===== src/rtl/sbfr_pkg.sv =====
`default_nettype none

package sbfr_pkg;

   // Timer and register widths.
   localparam int TIMER_WIDTH = 16;
   localparam int CSR_DATA_W  = 16;
   localparam int CSR_INDEX_W = 2;

   // Register indexes on the configuration channel.
   localparam logic [CSR_INDEX_W-1:0] CSR_GAP_TIMEOUT   = 2'd0;
   localparam logic [CSR_INDEX_W-1:0] CSR_RADIO_TIMEOUT = 2'd1;

   localparam logic [CSR_DATA_W-1:0] GAP_TIMEOUT_RESET   = 16'd1000;
   localparam logic [CSR_DATA_W-1:0] RADIO_TIMEOUT_RESET = 16'd10000;

   // Frame layout.
   localparam int FRAME_LEN  = 25;
   localparam int POS_W      = 5;
   localparam int N_CHAN     = 16;
   localparam int CHAN_IDX_W = 4;
   localparam int CHAN_W     = 11;
   localparam int CHAN_BITS  = N_CHAN * CHAN_W;  // bytes 1..22 of the frame
   localparam int BYTE_W     = 8;

   localparam logic [POS_W-1:0] POS_HEADER = 5'd0;
   localparam logic [POS_W-1:0] POS_DATA_LAST = 5'd22;
   localparam logic [POS_W-1:0] POS_FLAGS  = 5'd23;
   localparam logic [POS_W-1:0] POS_FOOTER = 5'd24;

   localparam logic [BYTE_W-1:0] HEADER_BYTE = 8'h0F;
   localparam logic [BYTE_W-1:0] FOOTER_BYTE = 8'h00;
   localparam int FAILSAFE_BIT = 3;

   localparam logic [CHAN_IDX_W-1:0] CHAN_LAST = 4'd15;

   // Input word kinds carried on req_tuser.
   localparam logic FUNC_BYTE = 1'b0;
   localparam logic FUNC_TICK = 1'b1;

   // Result kinds carried on rsp_tuser.
   localparam int KIND_W = 2;
   localparam logic [KIND_W-1:0] KIND_CHANNEL    = 2'd0;
   localparam logic [KIND_W-1:0] KIND_BAD_FRAME  = 2'd1;
   localparam logic [KIND_W-1:0] KIND_RADIO_LOST = 2'd2;

   localparam int RSP_DATA_W = 24;

   typedef enum logic [0:0] {
      ST_IDLE,
      ST_EMIT
   } state_type;

endpackage

`default_nettype wire


===== src/rtl/sbus_frame_receiver.sv =====
// A bad frame or radio lost word is presented in the cycle after its input word is accepted;
// channel 0 of a good frame passes the sequencer, then the output register; the rest follow
// one per cycle while ready. Bytes and ticks are taken one per cycle while the output is free;
// a good frame's closing byte then stops input while channels leave the 176-bit shift register.
// Reset (synchronous, active high) clears the frame position, both timers, the radio lost flag,
// the output valid and the sequencer, and loads the timeouts with 1000 and 10000 microseconds.
`default_nettype none

module sbus_frame_receiver (
   input  wire logic        clock,
   input  wire logic        reset,

   // Input stream: one received byte or one microsecond tick per word.
   input  wire logic        req_tvalid,
   output logic             req_tready,
   input  wire logic [7:0]  req_tdata,   // [7:0] rx_byte
   input  wire logic [0:0]  req_tuser,   // [0] func

   // Result stream.
   output logic             rsp_tvalid,
   input  wire logic        rsp_tready,
   output logic [23:0]      rsp_tdata,   // [3:0] channel_index, [14:4] channel_value,
                                         // [15] failsafe, [16] radio_ok, rest zero
   output logic [1:0]       rsp_tuser,   // [1:0] kind
   output logic             rsp_tlast,

   // Configuration write channel.
   input  wire logic        csr_valid,
   output logic             csr_ready,
   input  wire logic [1:0]  csr_index,
   input  wire logic [15:0] csr_data
);

   // Configuration registers. Writes are always taken; an unknown index is dropped.
   logic [sbfr_pkg::CSR_DATA_W-1:0] gap_timeout_ff, gap_timeout_in;
   logic [sbfr_pkg::CSR_DATA_W-1:0] radio_timeout_ff, radio_timeout_in;

   // Frame tracking.
   logic [sbfr_pkg::POS_W-1:0]       pos_ff, pos_in;
   // Channel bits of bytes 1..22 enter at the top a byte at a time, so that after the last
   // data byte channel 0 sits in the lowest eleven bits; emitting shifts eleven bits down.
   logic [sbfr_pkg::CHAN_BITS-1:0]   chan_sr_ff, chan_sr_in;
   logic                             failsafe_ff, failsafe_in;
   logic [sbfr_pkg::CHAN_IDX_W-1:0]  chan_cnt_ff, chan_cnt_in;

   // Timers.
   logic [sbfr_pkg::TIMER_WIDTH-1:0] gap_timer_ff, gap_timer_in;
   logic [sbfr_pkg::TIMER_WIDTH-1:0] age_timer_ff, age_timer_in;
   logic [sbfr_pkg::TIMER_WIDTH-1:0] gap_inc, age_inc;
   logic                             radio_lost_ff, radio_lost_in;

   // Sequencer.
   sbfr_pkg::state_type state_ff, state_in;

   // Output register.
   logic                             rsp_valid_ff, rsp_valid_in;
   logic [sbfr_pkg::RSP_DATA_W-1:0]  rsp_data_ff, rsp_data_in;
   logic [sbfr_pkg::KIND_W-1:0]      rsp_kind_ff, rsp_kind_in;
   logic                             rsp_last_ff, rsp_last_in;

   // Control.
   logic slot_free;
   logic in_ready;
   logic emit_chan;
   logic req_acc;
   logic is_tick;
   logic byte_take;
   logic frame_end;
   logic frame_good;
   logic gap_expire;
   logic lost_fire;

   // The output slot can take a new word when it is empty or being drained this cycle.
   always_comb begin
      slot_free = !rsp_valid_ff || rsp_tready;
      in_ready  = 1'b0;
      emit_chan = 1'b0;
      unique case (state_ff)
         sbfr_pkg::ST_IDLE: begin
            in_ready = slot_free;
         end
         sbfr_pkg::ST_EMIT: begin
            emit_chan = slot_free;
         end
         default: begin
            in_ready  = 1'b0;
            emit_chan = 1'b0;
         end
      endcase
   end

   assign req_tready = in_ready;
   assign csr_ready  = 1'b1;

   assign req_acc    = req_tvalid && in_ready;
   assign is_tick    = (req_tuser[0] == sbfr_pkg::FUNC_TICK);
   // While hunting, only the header byte is taken into the frame.
   assign byte_take  = req_acc && !is_tick &&
                       ((pos_ff != sbfr_pkg::POS_HEADER) || (req_tdata == sbfr_pkg::HEADER_BYTE));
   assign frame_end  = byte_take && (pos_ff == sbfr_pkg::POS_FOOTER);
   assign frame_good = frame_end && (req_tdata == sbfr_pkg::FOOTER_BYTE);

   // Saturating timer increments.
   assign gap_inc = (gap_timer_ff == '1) ? gap_timer_ff : gap_timer_ff + 1'b1;
   assign age_inc = (age_timer_ff == '1) ? age_timer_ff : age_timer_ff + 1'b1;
   assign gap_expire = gap_inc > gap_timeout_ff;
   assign lost_fire  = req_acc && is_tick && (age_inc > radio_timeout_ff) && !radio_lost_ff;

   // Next state.
   always_comb begin
      state_in = state_ff;
      unique case (state_ff)
         sbfr_pkg::ST_IDLE: begin
            if (frame_good) begin
               state_in = sbfr_pkg::ST_EMIT;
            end
         end
         sbfr_pkg::ST_EMIT: begin
            if (emit_chan && (chan_cnt_ff == sbfr_pkg::CHAN_LAST)) begin
               state_in = sbfr_pkg::ST_IDLE;
            end
         end
         default: begin
            state_in = sbfr_pkg::ST_IDLE;
         end
      endcase
   end

   // Datapath next values.
   always_comb begin
      gap_timeout_in   = gap_timeout_ff;
      radio_timeout_in = radio_timeout_ff;
      pos_in           = pos_ff;
      chan_sr_in       = chan_sr_ff;
      failsafe_in      = failsafe_ff;
      chan_cnt_in      = chan_cnt_ff;
      gap_timer_in     = gap_timer_ff;
      age_timer_in     = age_timer_ff;
      radio_lost_in    = radio_lost_ff;
      rsp_valid_in     = rsp_valid_ff && !rsp_tready;
      rsp_data_in      = rsp_data_ff;
      rsp_kind_in      = rsp_kind_ff;
      rsp_last_in      = rsp_last_ff;

      if (csr_valid) begin
         unique case (csr_index)
            sbfr_pkg::CSR_GAP_TIMEOUT:   gap_timeout_in   = csr_data;
            sbfr_pkg::CSR_RADIO_TIMEOUT: radio_timeout_in = csr_data;
            default: begin
            end
         endcase
      end

      if (req_acc && is_tick) begin
         if (gap_expire) begin
            pos_in       = sbfr_pkg::POS_HEADER;
            gap_timer_in = '0;
         end else begin
            gap_timer_in = gap_inc;
         end
         age_timer_in = age_inc;
         if (lost_fire) begin
            radio_lost_in = 1'b1;
            rsp_valid_in  = 1'b1;
            rsp_kind_in   = sbfr_pkg::KIND_RADIO_LOST;
            rsp_data_in   = '0;
            rsp_last_in   = 1'b1;
         end
      end

      if (req_acc && !is_tick) begin
         gap_timer_in = '0;
      end

      if (byte_take) begin
         pos_in = pos_ff + 1'b1;
         if ((pos_ff != sbfr_pkg::POS_HEADER) && (pos_ff <= sbfr_pkg::POS_DATA_LAST)) begin
            chan_sr_in = {req_tdata, chan_sr_ff[sbfr_pkg::CHAN_BITS-1:sbfr_pkg::BYTE_W]};
         end
         if (pos_ff == sbfr_pkg::POS_FLAGS) begin
            failsafe_in = req_tdata[sbfr_pkg::FAILSAFE_BIT];
         end
      end

      if (frame_end) begin
         pos_in        = sbfr_pkg::POS_HEADER;
         age_timer_in  = '0;
         radio_lost_in = 1'b0;
         chan_cnt_in   = '0;
         if (!frame_good) begin
            rsp_valid_in = 1'b1;
            rsp_kind_in  = sbfr_pkg::KIND_BAD_FRAME;
            rsp_data_in  = '0;
            rsp_last_in  = 1'b1;
         end
      end

      // One channel per cycle while the output slot is free, from the bottom of the shift register.
      if (emit_chan) begin
         rsp_valid_in = 1'b1;
         rsp_kind_in  = sbfr_pkg::KIND_CHANNEL;
         rsp_data_in  = {7'd0, !failsafe_ff, failsafe_ff,
                         chan_sr_ff[sbfr_pkg::CHAN_W-1:0], chan_cnt_ff};
         rsp_last_in  = (chan_cnt_ff == sbfr_pkg::CHAN_LAST);
         chan_sr_in   = {{sbfr_pkg::CHAN_W{1'b0}},
                         chan_sr_ff[sbfr_pkg::CHAN_BITS-1:sbfr_pkg::CHAN_W]};
         chan_cnt_in  = chan_cnt_ff + 1'b1;
      end
   end

   // Control registers.
   always_ff @(posedge clock) begin
      if (reset) begin
         state_ff         <= sbfr_pkg::ST_IDLE;
         gap_timeout_ff   <= sbfr_pkg::GAP_TIMEOUT_RESET;
         radio_timeout_ff <= sbfr_pkg::RADIO_TIMEOUT_RESET;
         pos_ff           <= sbfr_pkg::POS_HEADER;
         chan_cnt_ff      <= '0;
         gap_timer_ff     <= '0;
         age_timer_ff     <= '0;
         radio_lost_ff    <= 1'b0;
         rsp_valid_ff     <= 1'b0;
      end else begin
         state_ff         <= state_in;
         gap_timeout_ff   <= gap_timeout_in;
         radio_timeout_ff <= radio_timeout_in;
         pos_ff           <= pos_in;
         chan_cnt_ff      <= chan_cnt_in;
         gap_timer_ff     <= gap_timer_in;
         age_timer_ff     <= age_timer_in;
         radio_lost_ff    <= radio_lost_in;
         rsp_valid_ff     <= rsp_valid_in;
      end
   end

   // Payload registers.
   always_ff @(posedge clock) begin
      chan_sr_ff  <= chan_sr_in;
      failsafe_ff <= failsafe_in;
      rsp_data_ff <= rsp_data_in;
      rsp_kind_ff <= rsp_kind_in;
      rsp_last_ff <= rsp_last_in;
   end

   assign rsp_tvalid = rsp_valid_ff;
   assign rsp_tdata  = rsp_data_ff;
   assign rsp_tuser  = rsp_kind_ff;
   assign rsp_tlast  = rsp_last_ff;

   // The input stays closed while the channels of a frame are being sent.
   a_no_input_while_emit: assert property (@(posedge clock) disable iff (reset)
      (state_ff == sbfr_pkg::ST_EMIT) |-> !req_tready)
      else $error("input accepted during channel emission");

   // The frame position never reaches the frame length.
   a_pos_range: assert property (@(posedge clock) disable iff (reset)
      pos_ff <= sbfr_pkg::POS_FOOTER)
      else $error("frame position out of range");

   // Sending the sixteenth channel ends the burst.
   a_emit_ends: assert property (@(posedge clock) disable iff (reset)
      (emit_chan && (chan_cnt_ff == sbfr_pkg::CHAN_LAST)) |=>
         (state_ff == sbfr_pkg::ST_IDLE) && rsp_tlast)
      else $error("channel burst did not end after the last channel");

   // A radio lost report leaves the flag set so it is not repeated.
   a_lost_once: assert property (@(posedge clock) disable iff (reset)
      lost_fire |=> radio_lost_ff && (rsp_tuser == sbfr_pkg::KIND_RADIO_LOST))
      else $error("radio lost report without flag");

   // A good frame always starts its burst at channel zero.
   a_burst_start: assert property (@(posedge clock) disable iff (reset)
      frame_good |=> (state_ff == sbfr_pkg::ST_EMIT) && (chan_cnt_ff == '0))
      else $error("channel burst started at wrong channel");

endmodule

`default_nettype wire


===== config.mk =====
export PLATFORM = sky130hd
export DESIGN_NAME = sbus_frame_receiver
export DESIGN_NICKNAME = d
export VERILOG_FILES = /design/src/rtl/sbfr_pkg.sv /design/src/rtl/sbus_frame_receiver.sv
export SDC_FILE = /design/constraint.sdc
export NUM_CORES = 1
export LEC_CHECK = 0
export BUFFER_PORTS_ARGS = -buffer_cell sky130_fd_sc_hd__buf_4
export CORE_MARGIN = 3
export CORE_UTILIZATION = 50
export DETAILED_ROUTE_END_ITERATION = 10
export PLACE_DENSITY = 0.76
export SLEW_MARGIN = 0
export SYNTH_ARGS = -nofsm -noshare
export SYNTH_HDL_FRONTEND = slang
export SYNTH_SLANG_ARGS = --single-unit

===== constraint.sdc =====
create_clock -name clock -period 5.8 [get_ports clock]
set_clock_uncertainty 0.2 [all_clocks]
set_input_delay 0.87 -clock clock [delete_from_list [all_inputs] [get_ports clock]]
set_output_delay 0.87 -clock clock [all_outputs]
set_load 0.01 [all_outputs]

==> impl.org, run 1 <==
** Status
- The flow ran to the end, and the final reports show no timing, DRC or antenna violations.

** Yosys
- Largest cells by area after synthesis :: edfxtp_1, dfxtp_1, nand2_1
- Counting every net in the synthesized netlist gives about 1500.
- The mapped netlist covers between 0.01 and 0.015 mm².
- Synth top area share :: between 30% and 40%
- For this run, asynchronously set or reset flops after synthesis account for 0%.
- The netlist uses 66 different library cells.
- The most used flip-flop cell after synthesis is edfxtp_1.
- For this run, the number of Yosys warnings is 0.
- Synthesized area per cell :: between 9 and 10 µm²
- After synthesis, flip-flops and latches occupy ~57% of the total area.
- In this run, synthesis produced a sequential element count of between 200 and 300.
- Synth area leader :: edfxtp_1
- Yosys mapped a number of flops with a built-in enable equal to 166.
- Gate count after technology mapping :: 1386

** Die
- Row generation in the floorplan step produced 57 rows.
- The region available for standard cell placement spans between 0.02 and 0.025 mm².
- Die area :: 0.02758 mm²
- From left edge to right edge, the die measures between 150 and 200 µm.
- Floorplan die height :: about 170 µm
- Once the floorplan was initialized, standard cells occupied about 52% of the core.
- Number of placed I/O pins :: between 60 and 70

** Pwr
- Pleak :: about 6 nW
- Cell Pwr Density :: roughly 270 mW/mm²
- Largest vdd supply drop :: around 0.23 mV
- Power comes to 3.914 mW.

** Setup path
- The worst register-to-register path begins at age_timer_ff[0].
- Arrival @ worst endpoint :: between 4 and 5 ns
- Element type at the critical path start :: register
- Reg-to-reg slack, setup :: between 1.5 and 2 ns
- Cell count of the worst reg-to-reg path :: 14
- STA classifies the critical path endpoint as a register.
- Startpoint of the most critical setup path :: age_timer_ff[0]
- End of the worst register-to-register path :: rsp_tdata[22]
- The setup path with the least slack is of type reg2reg.
- Of all nets on the critical path, the largest fanout is 24.
- Required @ worst endpoint :: 6.07 ns
- The most critical setup path has its endpoint at rsp_tdata[22].

** Place
- RePlAce Congestion :: 0.8744
- Port Buffer Count :: 60
- Detailed placement finished with a half-perimeter wire length of approximately 16 mm.
- Placed instance count :: 1702

** Clock tree
- In this run the post-CTS setup repair buffer count came out at 0.
- Clock tree synthesis selected as its root buffer the cell clkbuf_16.
- The clock passes through at most 3 buffers.
- CTS built an H-tree with a depth of 1.
- Cts repair resizes :: 0
- Number of hold buffers added after CTS :: 0
- TritonCTS built the clock tree.
- TritonCTS Buffers :: 29
- For this design, the sink count on the clock tree is 280.
- At the later pin of the worst-skew pair, clock insertion delay measures 0.54 ns.
- Clock slew at reported path FFs :: about 0.06 ns

** Cells and area
- Number of non-filler instances in the completed layout :: around 1800
- For this run, the post-layout net count is ~1500.
- Number of antenna cells inserted :: 0
- Synth-to-Final Area Change :: 11.65%
- Of the cells placed in the final design, the portion with a size suffix greater than 1 is ~8.3%.

** Routing
- Number of detailed-routing iterations run before antenna repair :: 4
- In this run the remaining antenna-violating nets after routing total 0.
- Wire length per cell :: between 10 and 15 µm
- Number of remaining DRC errors :: 0
- Summed over all layers, the routed wires come to between 20 and 30 mm.
- After detailed routing, the number of vias per cell comes to 5.296.
- Starting DRT DRC Count :: between 500 and 600
- Across all layers, the routed design uses slightly above 9000 vias.

** Timing
- Static timing analysis puts the maximum clock frequency at between 200 and 250 MHz.
- The clock period could shrink to roughly 4.3 ns.
- Max-slew headroom :: 19.44%
- The worst path uses between 70% and 80% of the clock period.
- Number of slew-limit violations in the final report :: 0
- RSZ-0062 raised after global routing :: false
- Setup violators final :: 0
- At the pin with the least slew margin, the transition time is 1.203 ns.
- Hold is met by ~0.25 ns.
- Setup total negative slack on the finished layout was measured at 0 ns.
- Final count of hold timing violations :: 0

** Job
- Number of maximum-capacitance constraint violations :: 0

** GRT
- Entering global routing, the biggest net connects about 100 pins.
- The number of antenna violations at the first check in global routing came to 0.
- GRT overflow :: 0
- For this run, the total global-route usage over all layers was measured as ~17%.
- The first global-routing pass estimated approximately 41 mm of wire.
- The number of global-route vias before repair was 8767.

** Hold path
- The tightest min-delay check is of the reg2reg type.
==> worst min-delay path by stage <==
stage	cells after the start	endpoint	from	slack, ns
5_1_grt	2	radio_timeout_ff[6]	radio_timeout_ff[6]	0.27
3_5_place_dp	1	rsp_tdata[21]	rsp_tdata[21]	0.25
2_1_floorplan	1	rsp_tdata[16]	failsafe_ff	0.22
4_1_cts	2	radio_timeout_ff[6]	radio_timeout_ff[6]	0.26
3_3_place_gp	1	rsp_tdata[16]	failsafe_ff	0.24
6_report	2	radio_timeout_ff[6]	radio_timeout_ff[6]	0.25
==> routing by layer <==
metal	GRT usage, %	up-vias	part of all wire (%)
met5	0	-	0
met2	29.88	160	48
met1	23.13	4399	45
met4	4.919	0	2.5
li1	-	4698	-
met3	2.856	42	4.4
==> cells by family after synthesis <==
| group | share of synthesized area, % |
|---|---|
| AND/OR/NAND/NOR | 24.73 |
| flip-flops | 56.73 |
| AO/OA/AOI/OAI | 7.599 |
| buffers and inverters | 3.399 |
| adder cells (fa/ha/maj) | 3.712 |
| XOR/XNOR | 2.598 |
| multiplexers | 1.201 |
| other | 0.02927 |
==> cells in the final DEF (no fill, tap or decap), types with 3 or more instances in the layout <==
master,netlist,layout
mux2i_1,12,12
and2_1,11,10
a21oi_1,52,52
o211ai_1,3,3
inv_1,36,36
dfxtp_1,114,114
a21o_1,4,4
nand3b_1,3,3
ha_1,38,38
xnor2_1,23,23
xor2_1,15,15
mux2_2,3,3
a211o_1,12,12
a31oi_1,3,3
clkbuf_16,0,30
nand3_1,29,29
a22o_1,19,19
buf_4,1,63
nor2b_1,4,4
nor3_1,10,10
nand2b_1,5,5
a311oi_1,4,4
nand4_1,19,19
o21ai_0,9,9
edfxtp_1,166,166
a211oi_1,3,3
or2_2,3,3
nand2_1,573,571
nor2_1,80,80
or3_1,3,3
clkbuf_1,53,17
o22a_1,4,4
o2bb2ai_1,3,3
o21a_1,5,5
and3_1,6,6
a21boi_0,5,5
and4_1,3,3
==> flip-flops by register name (all words and copies together), names as in the netlist, 2 cells and up <==
name and cells:
chan_sr_ff 176, gap_timeout_ff 16, rsp_tuser 2, radio_timeout_ff 16, chan_cnt_ff 4, pos_ff 5, rsp_tdata 24, gap_timer_ff 16
age_timer_ff 16
==> synth_stat cells (all sizes together), types with 4 or more instances <==
cell and n:
o22a 4, dfxtp 114, a311oi 4, nand2b 5, nor2b 4, a21o 4, buf 19, a21oi 52
nor3 13, nand3 29, a211o 12, mux2i 12, edfxtp 166, o21a 5, xor2 15, nand4 20
a21boi 5, nand2 573, nor2 81, o21ai 9, ha 38, clkbuf 53, a22o 19, inv 36
and2 11, xnor2 23, and3 6
==> cell type report <==
class | count | area (µm²)
sequential | 280 | 7267
clock inverter | 5 | 30.03
fill | 2132 | 10450
inverter | 36 | 135.1
multi-input combinational | 998 | 5139
tap | 324 | 405.4
clock buffer | 49 | 833.3
timing repair buffer | 64 | 493.0
==> critical path, cell delays in order (launching register included) <==
cell	delay [ns]
dfxtp_1	0.41
ha_1	0.22
nand2_1	0.09
nor2_1	0.38
and2_1	0.33
nor2_1	0.10
nand3_1	0.11
xnor2_1	0.14
ha_1	0.28
a21oi_1	0.13
o21ai_0	0.10
a221o_1	0.37
o31a_4	0.32
nor3_4	0.79
and2_1	0.23
==> through the flow <==
| stage | setup slack (ns) | cell area [µm²] | util (%) |
|---|---|---|---|
| after floorplan | 1.355 | 12810 | - |
| after global placement | 1.671 | 13440 | 54.31 |
| after CTS | 1.521 | 14300 | 57.79 |
| after global routing | 1.251 | 14300 | 57.79 |
| final | 1.516 | 14300 | 57.79 |
| after detailed placement | 1.545 | 13440 | 54.31 |
==> where the power goes <==
group / total (mW) / internal, mW / switching, mW
Combinational: 0.106 / 0.0449 / 0.0607
Sequential: 2.11 / 2.10 / 0.0112
Clock: 1.70 / 0.973 / 0.723
(Power assumes the default switching activity.)
==> run 2, diff against run 1 <==
Settings changed: ABC_AREA set to 1, PLACE_DENSITY 0.76 to 0.73.
Clock period 5.8 ns to 4.2 ns, I/O delays scaled along.
==> run 2 against run 1 <==
  * Flip-flop and latch count unchanged
  * Non-clock buffer count up 5
  * Core utilization up 0.60 points
  * Cell count up 3.2%
  * Via count up 1.9%
  * Register-to-register slack worse by 0.96 ns
==> impl.org, run 2 <==
** Yosys
- Library cell with the highest instance count after synthesis :: nand2_1 (unchanged)
- Post-synthesis instance area :: 0.01280 mm² (was 0.01281 mm²)
- Largest cells by area after synthesis: edfxtp_1, dfxtp_1, nand2_1 (unchanged).
- Unique masters post-synth :: 47 (was 66)
- The number of nets in the synthesized netlist is 1502 (was 1456).
- Flip-flop and latch count after synthesis :: 280 (unchanged)
- Post-synthesis simple-gate area fraction :: 17.16% (was 24.73%)
- List of most frequent post-synthesis cells :: nand2_1, o21ai_0, inv_1 (was nand2_1, edfxtp_1, dfxtp_1)
- The most common flop cell mapped by yosys is edfxtp_1 (unchanged).
- Fraction of the mapped netlist area in compound gates :: 13.35% (was 7.599%)
- The synthesized-area fraction occupied by xor and xnor cells is 1.506% (was 2.598%).
- Fraction of the mapped netlist area in adder cells :: 3.715% (was 3.712%)
- Yosys warning total :: 0 (unchanged)
- The share of the synthesized area in the top cell type came to 38.95% (was 38.91%).
- The post-synthesis cell count came to 1432 (was 1386).
- The proportion of register bits with asynchronous set or reset after synthesis came to 0% (unchanged).
- The sequential share of the synthesized area came to 56.79% (was 56.73%).
- The library cell with the largest summed area after synthesis is edfxtp_1 (unchanged).
- The combinational family with the most area after synthesis was simple AND/OR/NAND/NOR gates (unchanged).
- The number of enable-type register cells in the synthesized netlist was 166 (unchanged).
- Synthesized area per cell :: 8.937 µm² (was 9.242 µm²)
- Mux contribution to synthesized area :: 0% (was 1.201%)

** Setup path
- The slowest stage cell on the critical path is nand2_1 (was nor3_4).
- The data required time at the worst endpoint was 4.49 ns (was 6.07 ns).
- The cell class contributing the biggest share of worst-path delay was simple AND/OR/NAND/NOR gates (unchanged).
- The highest net fanout along the worst path was 19 (was 24).
- In this design, the critical path's most frequently occurring cell is nand2_1.
- CP Class :: reg2reg (unchanged)
- The worst endpoint data arrival time came to 3.93 ns (was 4.56 ns).
- Cell chain of the critical path: ha_1 > nand2_1 > nor2_2 > nand4_1 > o21ai_0 > ha_1 > a21oi_1 > o21a_1 > nand2_1 > nand2_1 > nand2_1 > nand2_1 > buf_4 > nand3_1 > nand2_1 (was ha_1 > nand2_1 > nor2_1 > and2_1 > nor2_1 > nand3_1 > xnor2_1 > ha_1 > a21oi_1 > o21ai_0 > a221o_1 > o31a_4 > nor3_4 > and2_1).
- The count of buffer and inverter cells on the critical path is 1 (was 0).
- Crit path largest cell delay :: 0.47 ns (was 0.79 ns)
- The endpoint type of the worst setup path is a register (unchanged).
- The startpoint type of the worst setup path is a register (unchanged).

** Timing
- Final count of hold timing violations :: 0 (unchanged)
- Setup violators final :: 0 (unchanged)
- Setup Total Neg Slack :: 0 ns (unchanged)
- RSZ-0062 raised after global routing: false (unchanged).
- The setup slack after layout was 0.5542 ns (was 1.516 ns).
- Final critical-path share of the clock period :: 86.80% (was 73.86%)
- The final hold slack is 0.1008 ns (was 0.2542 ns).
- The measured slew at the worst slew-check pin came to 1.116 ns (was 1.203 ns).
- The maximum achievable frequency was 274.3 MHz (was 233.4 MHz).
- Clock period minus final worst setup slack :: 3.646 ns (was 4.284 ns)
- Max-slew headroom :: 25.10% (was 19.44%)
- Number of slew-limit violations in the final report :: 0 (unchanged)

** Clock tree
- Max Root-Sink Buffers :: 3 (unchanged)
- Clock tree from TritonCTS :: yes (unchanged)
- The clock buffer count from CTS came to 29 (unchanged).
- CTS sink count :: 280 (unchanged)
- The count of cells resized by post-cts repair was 0 (unchanged).
- Post-CTS Repair Setup Buffers :: 0 (unchanged)
- The H-tree depth reported by CTS came to 1 (unchanged).
- The cell at the root of the clock tree is clkbuf_16 (unchanged).
- The count of hold buffers inserted by post-cts repair is 0 (unchanged).
- Clock slew at reported path FFs :: 0.06 ns (about the same)
- Source-to-sink clock delay at the later pin of the worst-skew pair :: 0.54 ns (about the same)

** Pwr
- Pleak :: 6.000 nW (was 5.985 nW)
- The overall power came to 5.693 mW (was 3.914 mW).
- Cell Pwr Density :: 393.9 mW/mm² (was 273.7 mW/mm²)
- The peak supply drop was 0.3257 mV (was 0.2294 mV).

** Cells and area
- The number of flip-flops under the largest register name was 176 (unchanged).
- The register ranked first by flip-flop count is chan_sr_ff (unchanged).
- The layout overhead on the synthesized area came to 12.93% (was 11.65%).
- The total number of nets in the final design came to 1536 (was 1479).
- The final non-filler cell total was 1812 (was 1756).
- Share of layout cells above drive strength 1 :: 9.140% (was 8.310%)
- Number of antenna cells inserted :: 0 (unchanged)
- Finished layout cell area :: 0.01445 mm² (was 0.01430 mm²)
- Most frequent cells in the layout: nand2_1, o21ai_0, inv_1 (was nand2_1, edfxtp_1, dfxtp_1).
- Fin util :: 58.40% (was 57.79%)
- Commonest non-fill, non-tap cell in the layout :: nand2_1 (unchanged)

** Job
- The reported max-cap violation count is 0 (unchanged).

** Die
- The top-level I/O count was 62 (unchanged).
- Core area :: 0.02475 mm² (unchanged)
- Floorplan die height :: 166.0 µm (was 166.1 µm)
- Die width :: 166.0 µm (was 166.1 µm)
- The area of the die came to 0.02755 mm² (was 0.02758 mm²).
- Number of rows in the core area :: 57 (unchanged)
- Initial core utilization :: 51.71% (was 51.76%)

** Place
- The post-place instance area is 0.01351 mm² (was 0.01344 mm²).
- The pre-CTS setup slack is 0.6369 ns (was 1.545 ns).
- The HPWL after detailed placement came to 16.67 mm (was 16.26 mm).
- The weighted congestion reported at the end of routability-driven placement is 0.8849 (was 0.8744).
- Port Buffer Count :: 60 (unchanged)
- The cell count after placement was 1759 (was 1702).

** GRT
- Busiest grt layer :: met2 (unchanged)
- The number of antenna violations at the first check in global routing came to 0 (unchanged).
- GRT overflow :: 0 (unchanged)
- Maximum number of pins on one net before global-route repair :: 80 (was 102)
- Global router's overall resource usage :: 17.84% (was 17.46%)
- Met1 Use GR :: 23.18% (was 23.13%)
- Met3 track utilization from global routing :: 2.737% (was 2.856%)
- The global-route wire length before repair was 42.32 mm (was 41.23 mm).
- The number of global-route vias before repair was 9152 (was 8767).
- The met2 demand-to-capacity share in global routing was 31.36% (was 29.88%).

** Routing
- The mean number of vias per cell came to 5.228 (was 5.296).
- The number of vias in the routed layout is 9473 (was 9299).
- The number of nets with antenna violations after detailed routing came to 0 (unchanged).
- The DRC marker count from the first detailed-route iteration is 664 (was 599).
- Number of remaining DRC errors :: 0 (unchanged)
- Detailed-route wire length :: 25.35 mm (was 25.06 mm)
- The final routed wire length divided by cell count came to 13.99 µm (was 14.27 µm).
- Number of detailed-routing iterations run before antenna repair :: 5 (was 4)

** Hold path
- The worst hold path class was in2reg (was reg2reg).

** Status
- Status :: finished, final reports clean (unchanged)
## run 2: cell types whose count changed after synthesis, sizes merged, moves of 9 or more
cell    change
nand2     -224
o21ai     +215
inv       +142
nand3      +33
a21oi      +22
xnor2      -21
a22o       -19
a211o      -12
mux2i      -12
and2       -10
clkbuf     -10
nand4       -9
## run 2: cells by family (layout without fill, tap and decap cells)
kind of cell / after synthesis / count (layout)
AO/OA/AOI/OAI: 322 / 322
XOR/XNOR: 22 / 22
adder cells (fa/ha/maj): 38 / 38
buffers and inverters: 244 / 300
flip-flops: 280 / 280
other: 1 / 1
AND/OR/NAND/NOR: 525 / 525
## run 2: worst register-to-register path, cell delays in order, from the launching register on
cell,delay (ns)
dfxtp_1,0.41
ha_1,0.24
nand2_1,0.10
nor2_2,0.18
nand4_1,0.43
o21ai_0,0.35
ha_1,0.32
a21oi_1,0.14
o21a_1,0.13
nand2_1,0.07
nand2_1,0.06
nand2_1,0.04
nand2_1,0.47
buf_4,0.30
nand3_1,0.09
nand2_1,0.06
## run 2: path summary, 6_finish.rpt
path | to | slack [ns] | start | cells after the start
worst max register to register | rsp_tdata[11] | 0.55 | age_timer_ff[0] | 15
worst min register to register | rsp_tdata[11] | 0.24 | chan_sr_ff[7] | 2
worst min-delay path | rsp_tvalid | 0.10 | reset | 2
worst max-delay path | rsp_tdata[11] | 0.55 | age_timer_ff[0] | 15
## run 2: layout make-up
cell class / count / area [µm²]
tap: 324 / 405.4
fill: 2128 / 10300
clock inverter: 12 / 158.9
clock buffer: 41 / 780.7
timing repair buffer: 69 / 555.5
inverter: 178 / 678.2
multi-input combinational: 908 / 4606
sequential: 280 / 7267
## run 2: routing by layer
metal	routed length [µm]	vias up
met1	11530	4434
met4	612	0
met2	12240	174
met5	0	-
met3	970	45
li1	-	4820
## run 2: where the power goes
part           leakage (nW)  internal (mW)  switching, mW
clock                 0.453           1.53           1.02
combinational          3.13         0.0783          0.127
sequential             2.42           2.91         0.0214
==> run 3, diff against run 2 <==
Settings changed: CORE_MARGIN 3 to unset, CORE_UTILIZATION 50 to 55, PLACE_DENSITY 0.73 to 0.79.
==> run 3 against run 2 <==
  * Clock power fell by 4%
  * Hold slack improved by 0.0023 ns
  * First-iteration DRC count up 6.3%
  * Core utilization rose by 4.9 points
  * Flip-flop and latch count unchanged
  * Non-clock buffer count is 1 lower
  * Sequential power barely moved
  * Design area decreased by 0.58%
  * Die area decreased by 13%
  * Critical path type unchanged
  * Largest cell class unchanged
==> impl.org, run 3 (synthesis results as in run 2) <==
** Clock tree
- The post-CTS setup repair buffer count was 0 (unchanged).
- The count of cells resized by post-cts repair is 0 (unchanged).
- The number of sinks on the clock net came to 280 (unchanged).
- Number of hold buffers added after CTS :: 0 (unchanged)
- The H-tree depth reported by CTS is 1 (unchanged).
- The clock buffer count from CTS was 28 (was 29).
- Source-to-sink clock delay at the later pin of the worst-skew pair :: 0.54 ns (about the same)
- Max Root-Sink Buffers :: 3 (unchanged)
- Clock tree from TritonCTS :: yes (unchanged)
- The cell at the root of the clock tree is clkbuf_16 (unchanged).
- The clock edge transition at the registers on the reported setup and hold paths is 0.06 ns (about the same).

** Setup path
- Reg-to-reg startpoint :: age_timer_ff[1] (was age_timer_ff[0])
- Arrival @ worst endpoint :: 3.60 ns (was 3.93 ns)
- Startpoint of the most critical setup path :: age_timer_ff[1] (was age_timer_ff[0])
- The depth of the critical timing path with buffers and inverters included was 20 (was 15).
- Cell chain of the critical path: ha_1 > nand2_1 > inv_1 > nand4_1 > nor2_1 > inv_1 > nand3_1 > o21ai_0 > inv_1 > ha_1 > a21oi_1 > o21ai_0 > nand2_1 > nand2_1 > nand2_1 > nand2_1 > nand2_1 > buf_4 > nand2_1 > a21oi_1 (was ha_1 > nand2_1 > nor2_2 > nand4_1 > o21ai_0 > ha_1 > a21oi_1 > o21a_1 > nand2_1 > nand2_1 > nand2_1 > nand2_1 > buf_4 > nand3_1 > nand2_1).
- The data required time at the worst endpoint was 4.46 ns (was 4.49 ns).
- The path depth of the worst reg2reg path is 20 (was 15).
- Crit path largest cell delay :: 0.40 ns (was 0.47 ns)
- The startpoint type of the worst setup path is a register (unchanged).
- The end point of the critical path is rsp_tuser[0] (was rsp_tdata[11]).
- The end of the worst register-to-register path is rsp_tuser[0] (was rsp_tdata[11]).
- The endpoint type of the worst setup path was a register (unchanged).
- The worst-case register-to-register setup slack is 0.85 ns (was 0.55 ns).
- The kind of critical path is reg2reg (unchanged).
- The cell class contributing the biggest share of worst-path delay was simple AND/OR/NAND/NOR gates (unchanged).
- The library cell appearing most often on the critical path is nand2_1 (unchanged).
- Buffers plus inverters on the worst setup path :: 4 (was 1)
- Crit path max fanout :: 26 (was 19)
- The slowest stage cell on the critical path is dfxtp_1 (was nand2_1).

** Routing
- The DRC marker count from the first detailed-route iteration is 706 (was 664).
- The final wirelength came to 25.18 mm (was 25.35 mm).
- Wire length per cell :: 14.21 µm (was 13.99 µm)
- Antenna-violating nets left :: 0 (unchanged)
- Number of detailed-routing iterations run before antenna repair :: 7 (was 5)
- The mean number of vias per cell came to 5.361 (was 5.228).
- Overall via count from detail_route :: 9499 (was 9473)
- Number of remaining DRC errors :: 0 (unchanged)

** GRT
- The number of antenna violations at the first check in global routing is 1 (was 0).
- The number of global-route vias before repair came to 8902 (was 9152).
- GRT overflow :: 0 (unchanged)
- The pin count of the biggest net entering global routing came to 95 (was 80).
- Global-route wire length before repair :: 41.50 mm (was 42.32 mm)
- Global router's overall resource usage :: 21.12% (was 17.84%)

** Die
- The initial standard-cell utilization of the core was 56.35% (was 51.71%).
- Core area :: 0.02271 mm² (was 0.02475 mm²)
- Floorplan die height :: 154.5 µm (was 166.0 µm)
- The row count is 55 (was 57).
- Number of placed I/O pins :: 62 (unchanged)
- The area of the die came to 0.02388 mm² (was 0.02755 mm²).
- The die width came to 154.5 µm (was 166.0 µm).

** Hold path
- Min-Delay Path Class :: in2reg (unchanged)

** Timing
- The final critical-path required period came to 3.345 ns (was 3.646 ns).
- Setup Total Neg Slack :: 0 ns (unchanged)
- Setup violators final :: 0 (unchanged)
- Final count of hold timing violations :: 0 (unchanged)
- The worst-case headroom to the max-slew limit is 25.47% (was 25.10%).
- RSZ-0062 raised after global routing :: false (unchanged)
- The maximum achievable frequency came to 298.9 MHz (was 274.3 MHz).
- The measured slew at the worst slew-check pin came to 1.111 ns (was 1.116 ns).
- Number of slew-limit violations in the final report :: 0 (unchanged)
- Final critical-path share of the clock period :: 79.65% (was 86.80%)

** Cells and area
- Most frequent cells in the layout: nand2_1, o21ai_0, inv_1 (unchanged).
- The design area is 0.01437 mm² (was 0.01445 mm²).
- Synth-to-Final Area Change :: 12.27% (was 12.93%)
- Top register by number of flip-flops :: chan_sr_ff (unchanged)
- Commonest non-fill, non-tap cell in the layout :: nand2_1 (unchanged)
- The proportion of layout cells with a drive suffix above 1 came to 9.690% (was 9.140%).
- Flip-flop count of the largest register, all copies and words added :: 176 (unchanged)
- The total number of nets in the final design came to 1534 (was 1536).
- Number of inserted filler cells in the final layout :: 1865 (was 2128)

** Pwr
- The power density over cell area came to 388.2 mW/mm² (was 393.9 mW/mm²).
- Pleak :: 5.997 nW (was 6.000 nW)
- Largest vdd supply drop :: 0.2813 mV (was 0.3257 mV)

** Place
- Instance area after placement :: 0.01346 mm² (was 0.01351 mm²)
- RePlAce Congestion :: 0.8881 (was 0.8849)
- Post-DP HPWL :: 16.57 mm (was 16.67 mm)
- The number of port buffers came to 60 (unchanged).

** Status
- Status :: finished, final reports clean (unchanged)

** Job
- The reported max-cap violation count is 0 (unchanged).
==> run 3: changes by cell type in the layout (fill, tap and decap cells not counted), moves of 2 or more <==
cell / change
clkbuf_8: +4
clkinv_1: -3
clkinvlp_4: +2
clkinv_2: +6
clkbuf_1: -7
bufinv_16: -3
==> run 3: layout make-up <==
type | instances | area, µm² | area share, %
repair buffers | 68 | 548.0 | 3.814
diodes | 1 | 2.502 | 0.01742
clock buffers | 39 | 814.5 | 5.669
well taps | 285 | 356.6 | 2.482
multi-input cells | 908 | 4606 | 32.06
inverters | 178 | 678.2 | 4.720
flip-flops and latches | 280 | 7267 | 50.58
clock inverters | 13 | 95.09 | 0.6618
==> run 3: worst min path at each step <==
| stage | from | to | cells after the start |
|---|---|---|---|
| finish | reset | rsp_tvalid | 2 |
| CTS | reset | rsp_tvalid | 2 |
| floorplan | chan_sr_ff[0] | rsp_tdata[4] | 2 |
| detailed placement | chan_sr_ff[3] | rsp_tdata[7] | 2 |
| global route | reset | rsp_tvalid | 2 |
| global placement | chan_sr_ff[0] | rsp_tdata[4] | 2 |
==> run 3: routing by layer <==
metal	wire, µm	track usage, %	vias up
li1	-	-	4812
met1	11020	27.47	4446
met2	12510	36.59	191
met3	1059	2.998	50
met4	599	6.459	0
met5	0	0	-
==> run 3: through the flow <==
step	hold WS (ns)	utilization (%)	power [mW]	worst slack, ns	std cells
2_1_floorplan	0.2193	-	3.125	0.07555	1432
3_3_place_gp	0.2257	59.25	3.189	0.9480	1719
3_5_place_dp	0.2279	59.25	3.195	0.9363	1719
4_1_cts	0.08688	63.26	5.614	0.8803	1771
5_1_grt	0.09986	63.27	5.760	0.5061	1772
6_report	0.1031	63.27	5.577	0.8546	1772
==> run 3: power breakdown <==
part           switching, mW  internal (mW)
sequential            0.0211           2.91
clock                   1.03           1.41
combinational          0.128         0.0786
total                   1.17           4.40
==> run 3: worst reg2reg max path, stage by stage (launching register included) <==
cell and delay [ns]:
dfxtp_1 0.40, ha_1 0.24, nand2_1 0.10, inv_1 0.10, nand4_1 0.21, nor2_1 0.19, inv_1 0.09, nand3_1 0.06
o21ai_0 0.14, inv_1 0.10, ha_1 0.24, a21oi_1 0.17, o21ai_0 0.13, nand2_1 0.07, nand2_1 0.04, nand2_1 0.05
nand2_1 0.05, nand2_1 0.15, buf_4 0.32, nand2_1 0.09, a21oi_1 0.14
